$ cat src/rtl/bpc_pkg.sv
`timescale 1ns / 1ps
`default_nettype none
// ----------------------------------------------------------------------------
// bpc_pkg
// Shared types, constants and helpers for the barometer compensation block.
// ----------------------------------------------------------------------------
package bpc_pkg;

    // datapath width of the compensation arithmetic
    localparam int DATA_W = 32;

    // configuration register map
    localparam int CFG_IDX_W = 3;
    localparam logic [CFG_IDX_W-1:0] CFG_AC1_AC2 = 3'd0;
    localparam logic [CFG_IDX_W-1:0] CFG_AC3_AC4 = 3'd1;
    localparam logic [CFG_IDX_W-1:0] CFG_AC5_AC6 = 3'd2;
    localparam logic [CFG_IDX_W-1:0] CFG_B1_B2   = 3'd3;
    localparam logic [CFG_IDX_W-1:0] CFG_MC_MD   = 3'd4;

    // compensation constants
    localparam logic [31:0] C_T_RND   = 32'd8;
    localparam logic [31:0] C_B6_OFS  = 32'd4000;
    localparam logic [31:0] C_B4_OFS  = 32'd32768;
    localparam logic [31:0] C_B7_MUL  = 32'd50000;
    localparam logic [31:0] C_P_MUL1  = 32'd3038;
    localparam logic [31:0] C_P_MUL2  = 32'hFFFF_E343;  // -7357
    localparam logic [31:0] C_P_OFS   = 32'd3791;
    localparam logic [31:0] C_RND2    = 32'd2;
    localparam logic [19:0] C_P_MAX   = 20'hF_FFFF;
    localparam logic [15:0] C_T_MAX   = 16'h7FFF;
    localparam logic [15:0] C_T_MIN   = 16'h8000;

    // calibration coefficients, unpacked from the registers
    typedef struct packed {
        logic [15:0] ac1;
        logic [15:0] ac2;
        logic [15:0] ac3;
        logic [15:0] ac4;
        logic [15:0] ac5;
        logic [15:0] ac6;
        logic [15:0] b1;
        logic [15:0] b2;
        logic [15:0] mc;
        logic [15:0] md;
    } t_cal;

    // side data riding along the temperature divider
    typedef struct packed {
        logic [31:0] x1;
        logic        neg;
        logic        dz;
        logic [15:0] up;
    } t_tside;

    // side data riding along the pressure divider
    typedef struct packed {
        logic        hi;
        logic        bz;
        logic [15:0] tout;
        logic        terr;
    } t_pside;

    function automatic logic [31:0] sext16(input logic [15:0] v);
        return {{16{v[15]}}, v};
    endfunction

    // arithmetic right shift
    function automatic logic [31:0] sar(input logic [31:0] v, input int unsigned n);
        return $signed(v) >>> n;
    endfunction

    // signed division by 2^n, truncating toward zero
    function automatic logic [31:0] sdiv_pow2(input logic [31:0] a, input int unsigned n);
        logic [31:0] bias;
        bias = a[31] ? ((32'd1 << n) - 32'd1) : 32'd0;
        return $signed(a + bias) >>> n;
    endfunction

endpackage
`default_nettype wire

$ cat src/rtl/bpc_div.sv
`timescale 1ns / 1ps
`default_nettype none
// ----------------------------------------------------------------------------
// bpc_div
// Pipelined unsigned restoring divider, one quotient bit per stage, with
// side data carried alongside each item.
// ----------------------------------------------------------------------------
module bpc_div #(
    parameter int SIDE_W = 1
) (
    input  wire logic                       i_clk,
    input  wire logic                       i_rst_n,
    input  wire logic                       i_valid,
    output logic                            o_ready,
    input  wire logic [bpc_pkg::DATA_W-1:0] i_dividend,
    input  wire logic [bpc_pkg::DATA_W-1:0] i_divisor,
    input  wire logic [SIDE_W-1:0]          i_side,
    output logic                            o_valid,
    input  wire logic                       i_ready,
    output logic [bpc_pkg::DATA_W-1:0]      o_quot,
    output logic [SIDE_W-1:0]               o_side
);
    import bpc_pkg::*;

    localparam int NS = DATA_W;

    logic              r_v    [NS];
    logic [DATA_W-1:0] r_rem  [NS];
    logic [DATA_W-1:0] r_quo  [NS];
    logic [DATA_W-1:0] r_dsr  [NS];
    logic [SIDE_W-1:0] r_side [NS];
    logic [NS:0]       w_rdy;

    assign w_rdy[NS] = i_ready;
    assign o_ready   = w_rdy[0];
    assign o_valid   = r_v[NS-1];
    assign o_quot    = r_quo[NS-1];
    assign o_side    = r_side[NS-1];

    for (genvar k = 0; k < NS; k++) begin : g_st
        logic              w_v_in;
        logic [DATA_W-1:0] w_rem_in;
        logic [DATA_W-1:0] w_quo_in;
        logic [DATA_W-1:0] w_dsr_in;
        logic [SIDE_W-1:0] w_side_in;
        logic [DATA_W:0]   w_trial;
        logic [DATA_W:0]   w_diff;

        if (k == 0) begin : g_first
            assign w_v_in    = i_valid;
            assign w_rem_in  = '0;
            assign w_quo_in  = i_dividend;
            assign w_dsr_in  = i_divisor;
            assign w_side_in = i_side;
        end else begin : g_next
            assign w_v_in    = r_v[k-1];
            assign w_rem_in  = r_rem[k-1];
            assign w_quo_in  = r_quo[k-1];
            assign w_dsr_in  = r_dsr[k-1];
            assign w_side_in = r_side[k-1];
        end

        // stage may load when empty or when its content moves on
        assign w_rdy[k] = !r_v[k] || w_rdy[k+1];

        // shift in next dividend bit and try subtracting the divisor
        assign w_trial = {w_rem_in, w_quo_in[DATA_W-1]};
        assign w_diff  = w_trial - {1'b0, w_dsr_in};

        always_ff @(posedge i_clk) begin
            if (!i_rst_n) begin
                r_v[k] <= 1'b0;
            end else if (w_rdy[k]) begin
                r_v[k] <= w_v_in;
            end
        end

        always_ff @(posedge i_clk) begin
            if (w_rdy[k]) begin
                r_rem[k]  <= w_diff[DATA_W] ? w_trial[DATA_W-1:0] : w_diff[DATA_W-1:0];
                r_quo[k]  <= {w_quo_in[DATA_W-2:0], ~w_diff[DATA_W]};
                r_dsr[k]  <= w_dsr_in;
                r_side[k] <= w_side_in;
            end
        end
    end

endmodule
`default_nettype wire

$ cat config.mk
export PLATFORM = sky130hd
export DESIGN_NAME = bpc_div
export DESIGN_NICKNAME = d
export VERILOG_FILES = /design/src/rtl/bpc_pkg.sv /design/src/rtl/bpc_div.sv
export SDC_FILE = /design/constraint.sdc
export NUM_CORES = 2
export LEC_CHECK = 0
export BUFFER_PORTS_ARGS = -buffer_cell sky130_fd_sc_hd__buf_2
export CORE_MARGIN = 3
export CORE_UTILIZATION = 40
export CTS_BUF_LIST = sky130_fd_sc_hd__clkbuf_16
export DETAILED_ROUTE_END_ITERATION = 12
export PLACE_DENSITY_LB_ADDON = 0.15
export SETUP_SLACK_MARGIN = 0.15
export SLEW_MARGIN = 15
export SYNTH_ARGS = -nofsm -noshare
export SYNTH_HDL_FRONTEND = slang
export SYNTH_SLANG_ARGS = --single-unit
$ cat constraint.sdc
create_clock -name i_clk -period 11 [get_ports i_clk]
set_input_delay 1.1 -clock i_clk [delete_from_list [all_inputs] [get_ports i_clk]]
set_output_delay 1.1 -clock i_clk [all_outputs]
set_load 0.02 [all_outputs]
==> flow_summary.toml <==
[status]
status = "complete, no violations"

[critical_path]
end_kind = "output port"
crit_fanout = 44
crit_required_ns = 9.90
crit_chain = "nor2b_1, and2_1, inv_4, nor2_1, and2_1, and4_1, and2_0, nand2_4, nor3_2, nand3_4, buf_4, buf_2"
slowest_stage = "nor3_2"
worstSetupPathType = "flip-flop to output port"
critPathLaunch = "r_v[1][15]"
cp.arrival_ns = 5.28
timing.rr.start = "r_v[1][15]"
cp-start-kind = "flip-flop"
rrSetupSlack_ns = 5.69
critPathMaxStageDelay_ns = 0.87
timing.rr.end = "r_rem[0][86]"
crit_top_cell = "and2_1"
cp_top_family = "simple AND/OR/NAND/NOR gates"
rr_worst_depth = 11
cp.buffers_inverters = 3

[sta]
max_freq_ghz = 0.157
setup_viol = 0
slew_headroom_pct = 18.8
maxSlewViolCount = 0
rsz0062_at_grt = "false"
period_needed_ns = 6.38
report.final.hold_viol_count = 0
worst_slew_pin_slew_ns = 1.22
period_share_pct = 58.0
fin_skew_ns = 0.0511
tns_ns = 0

[synthesis]
syn_area_per_cell_sq_um = 12.7
yosys.area_share.adder_pct = 8.42
synth_top_family_by_area = "compound AO/OA/AOI/OAI gates"
synth.largest_area_cell = "edfxtp_1"
synth_flop_cell = "edfxtp_1"
synthTopCellsByCount = "edfxtp_1, inv_1, ha_1"
postSynth.asyncResetShare_pct = 0
synth_xor_area_share_pct = 4.17
synthSimpleGateAreaFrac_pct = 7.34
synth-edff-count = 3071
ys_ff_latch = 3072
synthTopCellsByArea = "edfxtp_1, ha_1, mux2_2"
yosysSeqAreaShare_pct = 59.6
yosys.cell_count.top_type = "edfxtp_1"
muxShareOfSynthArea_pct = 4.39
ys_warn_count = 0
synth_top_area_share_pct = 59.6
netlist_area_sq_mm = 0.155
synth_compound_area_share_pct = 12.5
syn_inst = 12200
synthDistinctLibCells = 108

[clock_network]
postCtsSetupRepairBufs = 0
postCtsHoldBufs = 0
cts_buffer_depth = 4
cts.clk_slew.worst_paths_ns = 0.06
cts_resized = 0
clock-sinks = 3072
cts_root_buf = "clkbuf_16"
cts_tree = "done"
numCtsBuffers = 350
h-tree-depth = 5
clk_latency_ns = 0.94

[routing]
ant_nets = 0
drtIter0Drc = 6271
via_count = 94200
drc_errors = 0
first_pass_iters = 9
wl_per_cell_um = 18.7
avgViaCountPerCell = 5.23
wl_um = 337000

[finish]
drive_above_1_share_pct = 11.1
area_growth_pct = 12.1
fillCellCount = 34100
final_nets = 13700

[global_routing]
antenna_found_initial = 5
track_usage_pct = 16.8
grt_pass1_wl_um = 528000
grt_overflow = 0
grt_max_degree = 74
first_global_vias = 95600

[power]
fin_total_pwr_mw = 53.5
p_per_area_mw_per_mm2 = 308
ir_drop_mv = 0.174
p_leak_nw = 71.2

[placed_design]
dp_hpwl_um = 254000
io_buffers = 103
gp_congestion = 0.899

[floorplanning]
die_w_um = 628
fp-row-count = 227
die_y_um = 628
fp.coreArea_sq_mm = 0.384
die_area_sq_mm = 0.394
start_util_pct = 40.3
ioPinCount = 104

[worst_hold_path]
hold_path_end = "r_quo[0][14]"
worstHoldStart = "i_dividend[13]"
min_path_cells = 1
hold_class = "input pin to flip-flop"

[flow_run]
drv_cap = 0
[sequential cells by signal, summed over array words and instances, names as in the netlist]
signal  flops
r_dsr     992
r_rem     992
r_side     32
r_quo    1024
r_v        32
[worst max-delay path by stage]
stage                     end  slack, ns  depth (start not counted)
global placement      o_ready       4.63                         13
detailed placement    o_ready       4.68                         13
finish                o_ready       4.62                         12
floorplan           r_v[1][1]       0.35                         12
CTS                   o_ready       4.42                         12
global route          o_ready       4.12                         12
[kinds of logic (layout without fill, tap and decap cells)]
| family | after synthesis | count (layout) |
|---|---|---|
| DFF | 3072 | 3072 |
| AOI/OAI and AO/OA | 2966 | 2966 |
| and+or+nand+nor | 2383 | 2383 |
| buffers and inverters | 1414 | 2067 |
| adders and majority gates | 1023 | 1023 |
| xor gates and xnor gates | 727 | 727 |
| muxes | 585 | 585 |
| other | 1 | 42 |
[per-stage QoR]
stage                     instances  cell area, sq um  utilization, %  hold WS (ns)  setup slack [ns]
after floorplan               12200            155000               -         0.400             0.352
after global placement        17400            162000            42.2         0.400              4.63
after detailed placement      17400            162000            42.2         0.405              4.68
after CTS                     18000            173000            45.1         0.264              4.42
after global routing          18000            173000            45.2         0.278              4.12
final                         18000            173000            45.2         0.360              4.62
[per-layer routing]
| metal | global-route usage (%) | up-vias | wire, um |
|---|---|---|---|
| li1 | - | 46000 | - |
| met1 | 19.8 | 45600 | 138000 |
| met2 | 30.6 | 1820 | 172000 |
| met3 | 2.11 | 700 | 11700 |
| met4 | 7.20 | 0 | 15200 |
| met5 | 0 | - | 0 |
[final cells by class]
type	instances	area [sq um]	share of cell area, %
Sequential cell	3072	92200	53.2
Inverter	1258	4750	2.74
Timing Repair Buffer	177	1170	0.675
Clock buffer	353	8830	5.09
Tap cell	5152	6450	3.72
Multi-Input combinational cell	7699	57500	33.1
Antenna cell	27	67.6	0.0390
Clock inverter	279	2450	1.42
[cell usage in the layout, fill, tap and decap left out, types with 33 or more instances in the layout]
cell and n:
a211oi_1 83, a21boi_0 88, a21o_1 298, a21oi_1 682
a31o_2 40, a31oi_1 52, and2_1 60, and3_1 99
buf_2 103, buf_4 69, clkbuf_16 353, clkinv_1 83
clkinv_2 65, edfxtp_1 3071, ha_1 993, inv_1 1280
mux2_2 444, mux2_4 70, mux2i_1 49, nand2_1 862
nand2b_1 173, nand3_1 160, nand4_1 84, nor2_1 458
nor2b_1 115, nor3_1 156, o2111ai_1 40, o211ai_1 33
o21a_1 264, o21ai_0 819, o21ai_1 44, o21bai_1 63
o31ai_1 111, or2_2 35, or3_1 59, xnor2_1 491
xor2_1 209
[where the power goes]
part	switching [mW]	total, mW	internal [mW]
combinational	12.1	22.5	10.4
sequential	1.93	19.6	17.7
clock	4.77	11.4	6.60
Note: power is estimated with default switching activity, not from simulation.
