### src/rtl/bpc_pkg.sv
`timescale 1ns / 1ps
`default_nettype none
// ----------------------------------------------------------------------------
// bpc_pkg
// Shared types, constants and helpers for the barometer compensation block.
// ----------------------------------------------------------------------------
package bpc_pkg;

    // datapath width of the compensation arithmetic
    localparam int DATA_W = 32;

    // configuration register map
    localparam int CFG_IDX_W = 3;
    localparam logic [CFG_IDX_W-1:0] CFG_AC1_AC2 = 3'd0;
    localparam logic [CFG_IDX_W-1:0] CFG_AC3_AC4 = 3'd1;
    localparam logic [CFG_IDX_W-1:0] CFG_AC5_AC6 = 3'd2;
    localparam logic [CFG_IDX_W-1:0] CFG_B1_B2   = 3'd3;
    localparam logic [CFG_IDX_W-1:0] CFG_MC_MD   = 3'd4;

    // compensation constants
    localparam logic [31:0] C_T_RND   = 32'd8;
    localparam logic [31:0] C_B6_OFS  = 32'd4000;
    localparam logic [31:0] C_B4_OFS  = 32'd32768;
    localparam logic [31:0] C_B7_MUL  = 32'd50000;
    localparam logic [31:0] C_P_MUL1  = 32'd3038;
    localparam logic [31:0] C_P_MUL2  = 32'hFFFF_E343;  // -7357
    localparam logic [31:0] C_P_OFS   = 32'd3791;
    localparam logic [31:0] C_RND2    = 32'd2;
    localparam logic [19:0] C_P_MAX   = 20'hF_FFFF;
    localparam logic [15:0] C_T_MAX   = 16'h7FFF;
    localparam logic [15:0] C_T_MIN   = 16'h8000;

    // calibration coefficients, unpacked from the registers
    typedef struct packed {
        logic [15:0] ac1;
        logic [15:0] ac2;
        logic [15:0] ac3;
        logic [15:0] ac4;
        logic [15:0] ac5;
        logic [15:0] ac6;
        logic [15:0] b1;
        logic [15:0] b2;
        logic [15:0] mc;
        logic [15:0] md;
    } t_cal;

    // side data riding along the temperature divider
    typedef struct packed {
        logic [31:0] x1;
        logic        neg;
        logic        dz;
        logic [15:0] up;
    } t_tside;

    // side data riding along the pressure divider
    typedef struct packed {
        logic        hi;
        logic        bz;
        logic [15:0] tout;
        logic        terr;
    } t_pside;

    function automatic logic [31:0] sext16(input logic [15:0] v);
        return {{16{v[15]}}, v};
    endfunction

    // arithmetic right shift
    function automatic logic [31:0] sar(input logic [31:0] v, input int unsigned n);
        return $signed(v) >>> n;
    endfunction

    // signed division by 2^n, truncating toward zero
    function automatic logic [31:0] sdiv_pow2(input logic [31:0] a, input int unsigned n);
        logic [31:0] bias;
        bias = a[31] ? ((32'd1 << n) - 32'd1) : 32'd0;
        return $signed(a + bias) >>> n;
    endfunction

endpackage
`default_nettype wire

### src/rtl/bpc_post.sv
`timescale 1ns / 1ps
`default_nettype none
// ----------------------------------------------------------------------------
// bpc_post
// Pressure back end: final second-order correction, clamping and the
// output register.
// ----------------------------------------------------------------------------
module bpc_post (
    input  wire logic                       i_clk,
    input  wire logic                       i_rst_n,
    input  wire logic                       i_valid,
    output logic                            o_ready,
    input  wire logic [bpc_pkg::DATA_W-1:0] i_quot,
    input  wire bpc_pkg::t_pside            i_side,
    output logic                            o_valid,
    input  wire logic                       i_ready,
    output logic signed [15:0]              o_temp_decidegc,
    output logic [19:0]                     o_press_pa,
    output logic                            o_calc_error
);
    import bpc_pkg::*;

    logic [4:0]  r_v;
    logic [5:0]  w_rdy;

    logic [31:0] r_s1_p;
    logic [15:0] r_s1_tout;
    logic        r_s1_err;
    logic [31:0] r_s2_m_aa;
    logic [31:0] r_s2_m_p;
    logic [31:0] r_s2_p;
    logic [15:0] r_s2_tout;
    logic        r_s2_err;
    logic [31:0] r_s3_m3;
    logic [31:0] r_s3_x2;
    logic [31:0] r_s3_p;
    logic [15:0] r_s3_tout;
    logic        r_s3_err;
    logic [31:0] r_s4_pf;
    logic [15:0] r_s4_tout;
    logic        r_s4_err;
    logic [15:0] r_s5_tout;
    logic [19:0] r_s5_press;
    logic        r_s5_err;

    logic [31:0] n_s2_a;
    logic [31:0] n_s4_sum;
    logic        n_s5_hi;

    // per-stage load enables
    assign w_rdy[5] = i_ready;
    for (genvar k = 0; k < 5; k++) begin : g_rdy
        assign w_rdy[k] = !r_v[k] || w_rdy[k+1];
    end
    assign o_ready = w_rdy[0];

    always_ff @(posedge i_clk) begin
        if (!i_rst_n) begin
            r_v <= '0;
        end else begin
            if (w_rdy[0]) r_v[0] <= i_valid;
            for (int k = 1; k < 5; k++) begin
                if (w_rdy[k]) r_v[k] <= r_v[k-1];
            end
        end
    end

    // stage 1: raw pressure, undoing the division order
    always_ff @(posedge i_clk) begin
        if (w_rdy[0]) begin
            r_s1_p    <= i_side.bz ? 32'd0 : (i_side.hi ? {i_quot[30:0], 1'b0} : i_quot);
            r_s1_tout <= i_side.tout;
            r_s1_err  <= i_side.terr || i_side.bz;
        end
    end

    // stage 2: square of P/256 and linear term
    assign n_s2_a = sar(r_s1_p, 8);

    always_ff @(posedge i_clk) begin
        if (w_rdy[1]) begin
            r_s2_m_aa <= n_s2_a * n_s2_a;
            r_s2_m_p  <= r_s1_p * C_P_MUL2;
            r_s2_p    <= r_s1_p;
            r_s2_tout <= r_s1_tout;
            r_s2_err  <= r_s1_err;
        end
    end

    // stage 3: scale the square term
    always_ff @(posedge i_clk) begin
        if (w_rdy[2]) begin
            r_s3_m3   <= r_s2_m_aa * C_P_MUL1;
            r_s3_x2   <= sar(r_s2_m_p, 16);
            r_s3_p    <= r_s2_p;
            r_s3_tout <= r_s2_tout;
            r_s3_err  <= r_s2_err;
        end
    end

    // stage 4: corrected pressure
    assign n_s4_sum = sar(r_s3_m3, 16) + r_s3_x2 + C_P_OFS;

    always_ff @(posedge i_clk) begin
        if (w_rdy[3]) begin
            r_s4_pf   <= r_s3_p + sar(n_s4_sum, 4);
            r_s4_tout <= r_s3_tout;
            r_s4_err  <= r_s3_err;
        end
    end

    // stage 5: clamp into the output register
    assign n_s5_hi = |r_s4_pf[30:20];

    always_ff @(posedge i_clk) begin
        if (w_rdy[4]) begin
            r_s5_tout <= r_s4_tout;
            if (r_s4_pf[31]) begin
                r_s5_press <= 20'd0;
                r_s5_err   <= 1'b1;
            end else if (n_s5_hi) begin
                r_s5_press <= C_P_MAX;
                r_s5_err   <= 1'b1;
            end else begin
                r_s5_press <= r_s4_pf[19:0];
                r_s5_err   <= r_s4_err;
            end
        end
    end

    assign o_valid         = r_v[4];
    assign o_temp_decidegc = r_s5_tout;
    assign o_press_pa      = r_s5_press;
    assign o_calc_error    = r_s5_err;

`ifndef ASSERT_OFF
    // negative corrected pressure lands as zero with the flag
    a_neg_clamp: assert property (@(posedge i_clk) disable iff (!i_rst_n)
        (r_v[3] && w_rdy[4] && r_s4_pf[31]) |=> (o_press_pa == 20'd0 && o_calc_error))
        else $error("negative pressure not clamped to zero");

    // overrange pressure lands as full scale with the flag
    a_hi_clamp: assert property (@(posedge i_clk) disable iff (!i_rst_n)
        (r_v[3] && w_rdy[4] && !r_s4_pf[31] && n_s5_hi)
            |=> (o_press_pa == C_P_MAX && o_calc_error))
        else $error("overrange pressure not clamped to full scale");

    // an error raised upstream is never dropped
    a_err_kept: assert property (@(posedge i_clk) disable iff (!i_rst_n)
        (r_v[3] && w_rdy[4] && r_s4_err) |=> o_calc_error)
        else $error("upstream error flag lost");
`endif

endmodule
`default_nettype wire

### config.mk
export PLATFORM = sky130hd
export DESIGN_NAME = bpc_post
export DESIGN_NICKNAME = d
export VERILOG_FILES = /design/src/rtl/bpc_pkg.sv /design/src/rtl/bpc_post.sv
export SDC_FILE = /design/constraint.sdc
export NUM_CORES = 2
export LEC_CHECK = 0
export ABC_AREA = 1
export BUFFER_PORTS_ARGS = -buffer_cell sky130_fd_sc_hd__buf_2
export CORE_MARGIN = 3
export CORE_UTILIZATION = 30
export CTS_CLUSTER_SIZE = 24
export DETAILED_ROUTE_END_ITERATION = 8
export HOLD_SLACK_MARGIN = 0.1
export PLACE_DENSITY = 0.47
export SLEW_MARGIN = 10
export SYNTH_ARGS = -nofsm -noshare
export SYNTH_HDL_FRONTEND = slang
export SYNTH_SLANG_ARGS = --single-unit
### constraint.sdc
create_clock -name i_clk -period 15.31 [get_ports i_clk]
set_input_delay 4.593 -clock i_clk [delete_from_list [all_inputs] [get_ports i_clk]]
set_output_delay 4.593 -clock i_clk [all_outputs]
set_load 0.01 [all_outputs]
==> run_results.csv <==
group,metric,value,unit
outcome,status,"finished, final reports clean",
cts,cts-buffers-inserted,38,
timing,timing.final.crit_period,11510,ps
critical_path,arrival,6920,ps
placed_design,port_buffers,93,
cts,clk_latency,540,ps
layout,antenna_cells,0,
timing,setup_tns,0,ps
synthesis,synth_area_per_cell,9.70,um2
timing,setup_viol,0,
run,cap_violations,0,
synthesis,ys_async_sr_fraction,0,%
critical_path,path_max_fanout,51,
cts,cts.path.max_buffers,3,
detailed_routing,vias_per_cell,4.34,
cts,root_buffer,"clkbuf_16",
critical_path,crit_required,10720,ps
layout,utilization,33.6,%
synthesis,syn_inst,3784,
placed_design,gp_congestion,0.861,
detailed_routing,wl,87300,um
layout,fin_nets,4916,
synthesis,synth-edff-count,310,
min_path,min_path_type,"register to register",
detailed_routing,drt_iter0_drc,1329,
cts,path_clk_slew,50,ps
die,rows,127,
detailed_routing,wl_per_cell,15.8,um
timing,hold_viol_final,0,
layout,drive_gt1_share,5.56,%
timing,worst_pin_slew,815,ps
grt,grtUsageTotal,14.2,%
placed_design,place_area,0.0392,mm2
layout,area_delta_synth_final,10.2,%
synthesis,yosysWarnings,0,
critical_path,cp-start-kind,"input pin",
timing,rsz0062_at_grt,"false",
cts,htree_levels,2,
die,die_w,356,um
cts,post_cts_buffers,0,
cts,ctsResizeCount,0,
layout,design_area,0.0405,mm2
synthesis,synth_area_leaders,"fa_1, edfxtp_1, ha_1",
die,io_pins,94,
grt,grt_max_degree,62,
synthesis,ys_types,52,
detailed_routing,drc,0,
synthesis,yosysTopAreaCellShare,30.7,%
detailed_routing,num_vias,24000,
critical_path,critPathKind,"input pin to output port",
grt,grt_antenna_before_repair,3,
synthesis,ys_seq_area_share,25.6,%
cts,cts_tree,"built",
die,coreArea,0.121,mm2
placed_design,dp_slack,3730,ps
grt,grt_pass1_vias,25100,
die,die_area,0.127,mm2
detailed_routing,first_pass_iters,5,
grt,overflow,0,
detailed_routing,antenna_left,0,
cts,cts_sinks,315,
synthesis,ys_ff_latch,315,
die,die_y,356,um
timing,min_period_over_period,75.2,%
synthesis,synth.cell_area,0.0367,mm2
timing,maxSlewViolCount,0,
timing,layout_setup_ws,3800,ps
synthesis,synth_ff_type,"edfxtp_1",
timing,slew_headroom,45.6,%
grt,grt_first_pass_wirelength,140000,um
placed_design,dpl.hpwl,71100,um
cts,hold_buffers,0,
timing,clock_skew,26.6,ps
synthesis,synth_top_area_cell,"fa_1",
die,start_util,30.4,%
timing,fmax,86.9,MHz
critical_path,endpoint_kind,"output port",
[synth_stat cells (2+ instances only)]
master    instances
clkinv_1          2
o31ai_1           2
or2_2             7
o21bai_2          2
o211ai_1          7
o21a_1            2
o21ai_2           2
a21oi_1         172
ha_1            406
xnor2_1          47
fa_1            563
nor2_1          114
buf_4             4
o21ai_0          83
inv_2             3
nand3b_1          4
nor3_1           16
nand4_1          20
a31oi_1           9
inv_1          1093
nand2_2           8
a21o_1           20
buf_1             5
buf_2             3
o21bai_1         14
dfxtp_1           5
o221ai_1          2
nor2_2            3
clkbuf_1         43
xor2_1           79
a21boi_0          6
nor3b_2           2
nor4_1            5
nand3_1          81
nand2_1         620
edfxtp_1        310
o21ai_1           5
[stage by stage]
step,hold WS [ps],cells
after floorplan,400,3786
after global placement,400,5464
after detailed placement,405,5464
after CTS,397,5532
after global routing,422,5532
final,395,5532
[flip-flops by register name, summed over array words and instances, names as in the netlist]
register and cells:
o_calc_error 1, o_press_pa 20, o_temp_decidegc 16, r_s1_err 1, r_s1_p 32, r_s1_tout 16, r_s2_err 1, r_s2_m_aa 30
r_s2_m_p 17, r_s2_p 30, r_s2_tout 16, r_s3_err 1, r_s3_m3 16, r_s3_p 32, r_s3_tout 16, r_s3_x2 16
r_s4_err 1, r_s4_pf 32, r_s4_tout 16, r_v 5
[worst paths after layout]
check	startpoint	end	slack [ps]	depth (start not counted)
min reg2reg	r_s2_m_p[16]	r_s3_x2[0]	400	0
max	i_ready	o_ready	3800	12
min	r_s2_m_p[16]	r_s3_x2[0]	400	0
max reg2reg	r_s1_p[17]	r_s2_m_aa[28]	8460	25
[area by class of cell]
| type | instances | area (um2) |
|---|---|---|
| multi-input combinational | 2317 | 23000 |
| clock inverter | 24 | 280 |
| sequential | 315 | 9410 |
| timing repair buffer | 122 | 683 |
| tap | 1612 | 2020 |
| fill | 12400 | 80100 |
| inverter | 1098 | 4130 |
| clock buffer | 44 | 995 |
[placed cells by master (no fill, tap or decap), types with 5 or more instances in the layout]
master	instances
nand3_1	81
ha_1	406
o21ai_1	5
edfxtp_1	310
fa_1	563
inv_1	1090
dfxtp_1	5
nand2_1	619
o211ai_1	7
buf_2	93
nor2_1	114
a31oi_1	9
a21oi_1	172
xnor2_1	47
clkbuf_1	5
or2_2	7
xor2_1	79
nand4_1	20
clkinv_2	5
o21ai_0	83
nor4_1	5
a21o_1	20
nand2_2	9
clkinv_1	7
a21boi_0	6
nor3_1	16
buf_4	29
clkinvlp_4	6
clkbuf_16	39
bufinv_16	5
o21bai_1	14
[cells by family (layout without fill, tap and decap cells)]
group | Yosys count | after routing | synth area share (%)
AO/OA/AOI/OAI | 334 | 334 | 5.09
adder cells (fa/ha/maj) | 969 | 969 | 44.5
AND/OR/NAND/NOR | 884 | 884 | 9.81
XOR/XNOR | 127 | 127 | 3.05
flip-flops | 315 | 315 | 25.6
other | 1 | 3 | 0.0102
buffers and inverters | 1154 | 1288 | 11.9
[worst max-delay path, stage by stage]
cell,delay [ps]
buf_2,90
nor2_1,90
inv_1,40
buf_4,280
nor2_1,180
inv_2,50
nor2_1,120
clkinv_2,390
nor2_1,440
nand2_2,70
buf_4,330
buf_2,240
[metal layers]
layer  share of wire [%]  vias up  global-route usage (%)
li1                    -    11800                       -
met1                  49    11800                    20.9
met3                 3.4       60                    1.23
met5                   0        -                       0
met4                 1.5        0                    2.42
met2                  46      362                    22.9
Power is left out: the tool's default activity adds up to more than one toggle a clock period on the data nets, which glitch-free logic cannot reach.
