$ cat config.mk
export PLATFORM = sky130hd
export DESIGN_NAME = bpc_tpre
export DESIGN_NICKNAME = d
export VERILOG_FILES = /design/src/rtl/bpc_pkg.sv /design/src/rtl/bpc_tpre.sv
export SDC_FILE = /design/constraint.sdc
export NUM_CORES = 1
export LEC_CHECK = 0
export BUFFER_PORTS_ARGS = -buffer_cell sky130_fd_sc_hd__buf_2
export CELL_PAD_IN_SITES_DETAIL_PLACEMENT = 1
export CELL_PAD_IN_SITES_GLOBAL_PLACEMENT = 1
export CORE_AREA = 2 2 197 199
export DETAILED_ROUTE_END_ITERATION = 10
export DIE_AREA = 0 0 199 201
export PLACE_DENSITY_LB_ADDON = 0.1
export SYNTH_ARGS = -nofsm -noshare
export SYNTH_HDL_FRONTEND = slang
export SYNTH_SLANG_ARGS = --single-unit
export TNS_END_PERCENT = 30
$ cat constraint.sdc
create_clock -name i_clk -period 13.5 [get_ports i_clk]
set_input_delay 0 -clock i_clk [delete_from_list [all_inputs] [get_ports i_clk]]
set_output_delay 0 -clock i_clk [all_outputs]
set_load 0.005 [all_outputs]
$ cat src/rtl/bpc_pkg.sv
`timescale 1ns / 1ps
`default_nettype none
// ----------------------------------------------------------------------------
// bpc_pkg
// Shared types, constants and helpers for the barometer compensation block.
// ----------------------------------------------------------------------------
package bpc_pkg;

    // datapath width of the compensation arithmetic
    localparam int DATA_W = 32;

    // configuration register map
    localparam int CFG_IDX_W = 3;
    localparam logic [CFG_IDX_W-1:0] CFG_AC1_AC2 = 3'd0;
    localparam logic [CFG_IDX_W-1:0] CFG_AC3_AC4 = 3'd1;
    localparam logic [CFG_IDX_W-1:0] CFG_AC5_AC6 = 3'd2;
    localparam logic [CFG_IDX_W-1:0] CFG_B1_B2   = 3'd3;
    localparam logic [CFG_IDX_W-1:0] CFG_MC_MD   = 3'd4;

    // compensation constants
    localparam logic [31:0] C_T_RND   = 32'd8;
    localparam logic [31:0] C_B6_OFS  = 32'd4000;
    localparam logic [31:0] C_B4_OFS  = 32'd32768;
    localparam logic [31:0] C_B7_MUL  = 32'd50000;
    localparam logic [31:0] C_P_MUL1  = 32'd3038;
    localparam logic [31:0] C_P_MUL2  = 32'hFFFF_E343;  // -7357
    localparam logic [31:0] C_P_OFS   = 32'd3791;
    localparam logic [31:0] C_RND2    = 32'd2;
    localparam logic [19:0] C_P_MAX   = 20'hF_FFFF;
    localparam logic [15:0] C_T_MAX   = 16'h7FFF;
    localparam logic [15:0] C_T_MIN   = 16'h8000;

    // calibration coefficients, unpacked from the registers
    typedef struct packed {
        logic [15:0] ac1;
        logic [15:0] ac2;
        logic [15:0] ac3;
        logic [15:0] ac4;
        logic [15:0] ac5;
        logic [15:0] ac6;
        logic [15:0] b1;
        logic [15:0] b2;
        logic [15:0] mc;
        logic [15:0] md;
    } t_cal;

    // side data riding along the temperature divider
    typedef struct packed {
        logic [31:0] x1;
        logic        neg;
        logic        dz;
        logic [15:0] up;
    } t_tside;

    // side data riding along the pressure divider
    typedef struct packed {
        logic        hi;
        logic        bz;
        logic [15:0] tout;
        logic        terr;
    } t_pside;

    function automatic logic [31:0] sext16(input logic [15:0] v);
        return {{16{v[15]}}, v};
    endfunction

    // arithmetic right shift
    function automatic logic [31:0] sar(input logic [31:0] v, input int unsigned n);
        return $signed(v) >>> n;
    endfunction

    // signed division by 2^n, truncating toward zero
    function automatic logic [31:0] sdiv_pow2(input logic [31:0] a, input int unsigned n);
        logic [31:0] bias;
        bias = a[31] ? ((32'd1 << n) - 32'd1) : 32'd0;
        return $signed(a + bias) >>> n;
    endfunction

endpackage
`default_nettype wire

$ cat src/rtl/bpc_tpre.sv
`timescale 1ns / 1ps
`default_nettype none
// ----------------------------------------------------------------------------
// bpc_tpre
// Temperature front end: X1 and the operands of the X2 division, as
// magnitudes with sign and zero-divisor flags.
// ----------------------------------------------------------------------------
module bpc_tpre (
    input  wire logic                       i_clk,
    input  wire logic                       i_rst_n,
    input  wire logic                       i_valid,
    output logic                            o_ready,
    input  wire logic [15:0]                i_raw_temp,
    input  wire logic [15:0]                i_raw_press,
    input  wire bpc_pkg::t_cal              i_cal,
    output logic                            o_valid,
    input  wire logic                       i_ready,
    output logic [bpc_pkg::DATA_W-1:0]      o_dividend,
    output logic [bpc_pkg::DATA_W-1:0]      o_divisor,
    output bpc_pkg::t_tside                 o_side
);
    import bpc_pkg::*;

    logic [2:0]  r_v;
    logic [3:0]  w_rdy;
    logic [31:0] r_s1_prod;
    logic [15:0] r_s1_up;
    logic [31:0] r_s2_x1;
    logic [31:0] r_s2_den;
    logic [15:0] r_s2_up;
    logic [31:0] r_s3_dvd;
    logic [31:0] r_s3_dsr;
    t_tside      r_s3_side;
    logic [31:0] n_s2_x1;
    logic [31:0] n_s3_num;
    logic        n_s3_dz;

    // per-stage load enables
    assign w_rdy[3] = i_ready;
    assign w_rdy[2] = !r_v[2] || w_rdy[3];
    assign w_rdy[1] = !r_v[1] || w_rdy[2];
    assign w_rdy[0] = !r_v[0] || w_rdy[1];
    assign o_ready  = w_rdy[0];

    always_ff @(posedge i_clk) begin
        if (!i_rst_n) begin
            r_v <= '0;
        end else begin
            if (w_rdy[0]) r_v[0] <= i_valid;
            if (w_rdy[1]) r_v[1] <= r_v[0];
            if (w_rdy[2]) r_v[2] <= r_v[1];
        end
    end

    assign n_s2_x1  = sdiv_pow2(r_s1_prod, 15);
    assign n_s3_num = sext16(i_cal.mc) << 11;
    assign n_s3_dz  = (r_s2_den == 32'd0);

    // stage 1: (UT - AC6) * AC5
    always_ff @(posedge i_clk) begin
        if (w_rdy[0]) begin
            r_s1_prod <= ({16'd0, i_raw_temp} - {16'd0, i_cal.ac6}) * {16'd0, i_cal.ac5};
            r_s1_up   <= i_raw_press;
        end
    end

    // stage 2: X1 and its divisor X1 + MD
    always_ff @(posedge i_clk) begin
        if (w_rdy[1]) begin
            r_s2_x1  <= n_s2_x1;
            r_s2_den <= n_s2_x1 + sext16(i_cal.md);
            r_s2_up  <= r_s1_up;
        end
    end

    // stage 3: magnitudes and sign for the divider
    always_ff @(posedge i_clk) begin
        if (w_rdy[2]) begin
            r_s3_dvd      <= n_s3_num[31] ? (32'd0 - n_s3_num) : n_s3_num;
            r_s3_dsr      <= n_s3_dz ? 32'd1
                           : (r_s2_den[31] ? (32'd0 - r_s2_den) : r_s2_den);
            r_s3_side.x1  <= r_s2_x1;
            r_s3_side.neg <= n_s3_num[31] ^ r_s2_den[31];
            r_s3_side.dz  <= n_s3_dz;
            r_s3_side.up  <= r_s2_up;
        end
    end

    assign o_valid    = r_v[2];
    assign o_dividend = r_s3_dvd;
    assign o_divisor  = r_s3_dsr;
    assign o_side     = r_s3_side;

endmodule
`default_nettype wire

==> results of run 1 <==
[logic make-up after synthesis]
kind of cell	synth area share (%)
buf+inv	9.75
simple gates	12.0
fa+ha+maj	37.1
flops	29.6
compound gates	6.01
xor+xnor	5.51
other cells	0.0200
mux	0.0600
[through the flow]
step           setup WS [ps]  utilization (%)
2_1_floorplan           6040                -
3_3_place_gp            4580             53.2
3_5_place_dp            4350             53.2
4_1_cts                 4830             55.7
5_1_grt                 4230             55.7
6_report                4840             55.7
[sequential cells by signal, indices dropped and copies added (netlist names)]
signal / cells
r_s2_up: 16
r_s2_x1: 17
r_s2_den: 18
o_divisor: 32
o_side: 35
r_s1_prod: 32
r_s1_up: 16
o_dividend: 17
r_v: 3
[worst register-to-register path: stages, from the launching register on]
cell and delay (ps):
edfxtp_1 680, ha_1 440, nand4_1 90, a21oi_1 180
o31ai_1 130, a2111oi_2 440, o21ai_1 230, xnor2_1 380
ha_1 310, a21oi_1 170, o21ai_0 170, o41ai_1 480
o211ai_1 220, a31oi_1 300, o21ai_0 200, a211oi_1 290
mux2_2 200
[worst max path at each step]
| stage | start | slack, ps | depth (start not counted) | end |
|---|---|---|---|---|
| after floorplan | i_raw_temp[0] | 6040 | 31 | r_s1_prod[31]$_DFFE_PP_ |
| after global placement | i_raw_temp[0] | 4580 | 32 | r_s1_prod[31]$_DFFE_PP_ |
| after detailed placement | i_raw_temp[0] | 4350 | 32 | r_s1_prod[31]$_DFFE_PP_ |
| after CTS | i_raw_temp[0] | 4830 | 32 | r_s1_prod[31]$_DFFE_PP_ |
| after global routing | i_raw_temp[0] | 4230 | 32 | r_s1_prod[31]$_DFFE_PP_ |
| final | i_raw_temp[0] | 4840 | 32 | r_s1_prod[31]$_DFFE_PP_ |
[metal layers]
metal	vias up	track usage [%]
met3	63	2.99
met5	-	0
met2	252	41.5
met1	6399	29.1
li1	5965	-
met4	0	6.50
[layout by cell type, fill, tap and decap left out, types with 10 or more instances in the layout]
master,count
nand3_1,20
nand4_1,10
o21ai_0,45
dlygate4sd3_1,37
and2_1,115
buf_4,12
nand2_1,160
inv_1,382
a21o_1,15
ha_1,132
clkbuf_16,17
edfxtp_1,183
fa_1,265
xnor2_1,91
nor2b_1,34
conb_1,26
buf_2,204
xor2_1,21
nand2b_1,22
nor2_1,41
a21oi_1,45
o31ai_1,11
[final cells by class]
cell class,count,area [um^2]
clock inverter,12,145
multi-input combinational,1155,11500
inverter,383,1440
clock buffer,19,433
sequential,186,5560
tap,518,648
timing repair buffer,253,1480
fill,4196,16900
==> results.py, run 1 <==
metrics = {
    "route": {
        "wl_per_cell_um": 17.4,
        "drt_iter0_markers": 403,
        "m1WireLength_mm": 19.2,
        "wl_met3_mm": 1.47,
        "met2_length_mm": 22.2,
        "vias": 12679,
        "drc": 0,
        "ant_nets": 0,
        "routed_wl_mm": 43.8,
        "highest_layer": "met4",
        "via_per_inst": 5.02,
        "first_pass_iters": 4,
    },
    "clock_network": {
        "clk_latency_ps": 450,
        "cts.sinks": 186,
        "clk_path_buf_depth": 2,
        "numCtsBuffers": 17,
        "h-tree-depth": 4,
        "post_cts_buffers": 0,
        "tritoncts": "built",
        "hold_buffers": 37,
        "post_cts_resized": 0,
        "clkTransAtPathRegs_ps": 70,
        "root_buffer": "clkbuf_16",
    },
    "placed_design": {
        "gp_congestion": 0.830,
        "dp.cells": 2458,
        "portBuffers": 204,
        "placed_cell_area_mm2": 0.0203,
        "dpl.hpwl_mm": 35.7,
    },
    "synthesis": {
        "synth_most_common_cell": "inv_1",
        "ys_types": 57,
        "syn-cell-area_mm2": 0.0188,
        "synth.top_cell.area_share_pct": 29.3,
        "synth-edff-count": 183,
        "netlist_top_cells_count": "383 x inv_1, 265 x fa_1, 183 x edfxtp_1, 161 x nand2_1, 132 x ha_1",
        "syn_inst": 1772,
        "synth-main-ff-cell": "edfxtp_1",
        "avgSynthCellArea_um2": 10.6,
        "ys_seq_area_share_pct": 29.6,
        "synthDominantAreaCellType": "edfxtp_1",
        "yosysWarnings": 0,
        "synthTopCellsByArea": "edfxtp_1 29%, fa_1 28%, ha_1 8.8%",
        "ys_ff_latch": 186,
        "synthArstFlopShare_pct": 0,
    },
    "sta": {
        "setup_viol": 0,
        "slew_headroom_pct": 28.3,
        "holdWs_ps": 50.5,
        "min_period_over_period_pct": 64.2,
        "rsz0062_at_grt": "no",
        "timing.fmax_ghz": 0.115,
        "finalHoldViolCount": 0,
        "skew_ps": 14.8,
        "period_needed_ps": 8660,
        "tightest_slew_ps": 1080,
        "setup_tns_ps": 0,
        "drv_slew": 0,
    },
    "setup_path": {
        "arrival_ps": 8840,
        "reg2reg_to": "r_s2_den[30]$_DFFE_PP_",
        "startpoint_type": "input port",
        "crit_family": "adder cells",
        "critPathBufInv": 9,
        "required_ps": 13680,
        "ff2ff_setup_slack_ps": 8460,
        "crit_path_end_kind": "register",
        "critPathMaxStageDelay_ps": 680,
        "rr_startpoint": "r_s1_prod[31]$_DFFE_PP_",
        "r2r_cells": 16,
        "worstSetupPathType": "input port to register",
        "slowest_stage": "fa_1",
        "cp_max_fo": 15,
    },
    "grt": {
        "grtUsageTotal_pct": 23.1,
        "grt_pass1_wl_mm": 72.6,
        "grt_max_degree": 85,
        "grt_antenna_before_repair": 0,
        "grt_pass1_vias": 14386,
        "grt_overflow": 0,
    },
    "die": {
        "fp.dieH_um": 201,
        "die_x_um": 199,
        "coreArea_mm2": 0.0381,
        "die-area_mm2": 0.0400,
        "pin_count": 312,
        "rows": 72,
        "start_util_pct": 49.2,
    },
    "cells_and_area": {
        "stdcell_area_mm2": 0.0212,
        "num_antenna_cells": 0,
        "drive_gt1_share_pct": 13.2,
        "instances_no_fill": 2526,
        "finalNetCount": 2589,
        "areaGrowthSynthToFinish_pct": 13.2,
    },
    "min_path": {
        "hp-start": "i_ready",
        "hp-class": "input port to register",
        "hold-path-endpoint": "r_v[1]$_SDFFE_PN0P_",
        "timing.hold.worst_path_depth": 4,
    },
    "run": {
        "maxCapViolations": 0,
    },
    "status": {
        "status": "finished, final reports clean",
    },
}
Power of run 1 is left out: the tool's default activity adds up to more than one toggle a clock period on the data nets, which glitch-free logic cannot reach.
==> run 2, diff against run 1 <==
Settings changed: CORE_AREA 2 2 197 199 to 2 2 205 207, DIE_AREA 0 0 199 201 to 0 0 207 209.
Clock period 13.5 ns to 8.1 ns, I/O delays scaled along.
==> run 2 against run 1 <==
Worst hold slack improved by 5.0 ps. Die area rose by 8.2%. Via count fell by 0.50%. Setup slack got worse by 4300 ps. Critical endpoint unchanged. Sequential cell count did not move. Critical path depth did not move. First-iteration DRC count fell by 9.2%. Sequential share of layout area fell by 0.31 points. Final cell count rose by 1.9%. Non-clock buffer count rose by 26. Critical path type unchanged. Global-route usage fell by 2.2 points.
==> results.py, run 2 (synthesized netlist as in run 1, its figures left out) <==
metrics = {
    "cells_and_area": {
        "drive_gt1_share_pct": 14.2,
        "layout_commonest_cell": "inv_1",
        "finalNetCount": 2615,
        "nFillCells": 4624,
        "largest_reg_flops": 35,
        "areaGrowthSynthToFinish_pct": 14.5,
        "final_cell_mix": "382 x inv_1, 265 x fa_1, 204 x buf_2",
    },
    "sta": {
        "setup_viol": 0,
        "rsz0062_at_grt": "no",
        "slew_headroom_pct": 22.7,
        "period_needed_ps": 7520,
        "timing.fmax_ghz": 0.133,
        "min_period_over_period_pct": 92.8,
        "drv_slew": 0,
        "finalHoldViolCount": 0,
        "setup_tns_ps": 0,
        "tightest_slew_ps": 1150,
        "skew_ps": 17.1,
    },
    "clock_network": {
        "cts.sinks": 186,
        "clkTransAtPathRegs_ps": 70,
        "root_buffer": "clkbuf_16",
        "h-tree-depth": 4,
        "clk_path_buf_depth": 2,
        "tritoncts": "built",
        "numCtsBuffers": 17,
        "clk_latency_ps": 440,
        "post_cts_resized": 0,
    },
    "setup_path": {
        "r2r_cells": 16,
        "crit_path_end_kind": "register",
        "critPathBufInv": 9,
        "rr_startpoint": "r_s1_prod[31]$_DFFE_PP_",
        "required_ps": 8280,
        "path_depth": 32,
        "startpoint_type": "input port",
        "worstSetupPathType": "input port to register",
        "cp_max_fo": 15,
        "critPathMaxStageDelay_ps": 590,
        "crit_family": "adder cells",
        "slowest_stage": "fa_1",
        "arrival_ps": 7700,
        "ff2ff_setup_slack_ps": 2960,
        "cpMostUsedCell": "fa_1",
        "reg2reg_to": "r_s2_den[30]$_DFFE_PP_",
        "crit_start": "i_raw_temp[0]",
        "crit_path_end": "r_s1_prod[31]$_DFFE_PP_",
    },
    "grt": {
        "grt_max_degree": 85,
        "grt_pass1_wl_mm": 72.2,
        "grt_antenna_before_repair": 0,
        "grtUsageTotal_pct": 20.9,
        "grt_overflow": 0,
        "grt_pass1_vias": 14006,
    },
    "route": {
        "drc": 0,
        "first_pass_iters": 5,
        "wl_per_cell_um": 17.1,
        "via_per_inst": 4.90,
        "routed_wl_mm": 44.1,
        "wl_met3_mm": 1.14,
        "highest_layer": "met4",
        "vias": 12615,
        "m1WireLength_mm": 20.3,
        "met2_length_mm": 22.1,
        "drt_iter0_markers": 366,
        "ant_nets": 0,
    },
    "placed_design": {
        "gp_congestion": 0.827,
        "dpl.hpwl_mm": 36.0,
        "portBuffers": 204,
    },
    "die": {
        "die_x_um": 207,
        "pin_count": 312,
        "rows": 75,
        "coreArea_mm2": 0.0413,
        "die-area_mm2": 0.0433,
        "start_util_pct": 45.4,
        "fp.dieH_um": 209,
    },
    "min_path": {
        "hp-start": "i_cal[14]",
        "hp-class": "input port to register",
    },
    "run": {
        "maxCapViolations": 0,
    },
    "status": {
        "status": "finished, final reports clean",
    },
}
## run 2: metal layers
metal  vias up  GRT usage (%)
li1       6021              -
met1      6339           27.4
met2       223           37.5
met3        32           2.06
met4         0           4.83
met5         -              0
## run 2: final cells by class
| class | count | area, um^2 | share of cell area [%] |
|---|---|---|---|
| clock buffers | 18 | 429 | 2.00 |
| flip-flops and latches | 186 | 5560 | 25.9 |
| multi-input cells | 1155 | 11500 | 53.5 |
| repair buffers | 279 | 1680 | 7.80 |
| well taps | 539 | 674 | 3.14 |
| diodes | 1 | 2.50 | 0.0116 |
| clock inverters | 13 | 215 | 1.00 |
| inverters | 383 | 1440 | 6.70 |
## run 2: tightest hold or removal path: cells and delay by family
| family | cells | cell delay [ps] |
|---|---|---|
| fa+ha+maj | 1 | 180 |
| buf+inv | 1 | 80 |
| xor+xnor | 1 | 130 |
## run 2: through the flow
stage / hold WS (ps) / instances / utilization, % / cell area, um^2 / setup slack [ps]
finish: 55.5 / 2574 / 52.0 / 21500 / 579
global route: 59.7 / 2573 / 52.0 / 21500 / 90.8
global placement: 178 / 2505 / 49.6 / 20500 / 238
CTS: 6.21 / 2573 / 52.0 / 21500 / 515
floorplan: 98.9 / 1797 / - / 18900 / 636
detailed placement: 178 / 2505 / 49.6 / 20500 / 40.8
## run 2: how the worst min path moves through the flow
stage,end,slack (ps),depth (start not counted)
4_1_cts,o_dividend[12]$_DFFE_PP_,6,3
2_1_floorplan,o_dividend[11]$_DFFE_PP_,100,0
3_5_place_dp,r_s1_up[14]$_DFFE_PP_,180,1
3_3_place_gp,r_s1_up[0]$_DFFE_PP_,180,1
5_1_grt,r_s2_den[14]$_DFFE_PP_,60,3
6_report,r_s2_den[14]$_DFFE_PP_,60,3
## run 2: repair_timing
action | CTS | global route
hold buffers | 37 | 0
endpoints found under the hold margin | 36 | 0
setup buffers | 0 | 0
Power of run 2 is left out for the same reason.
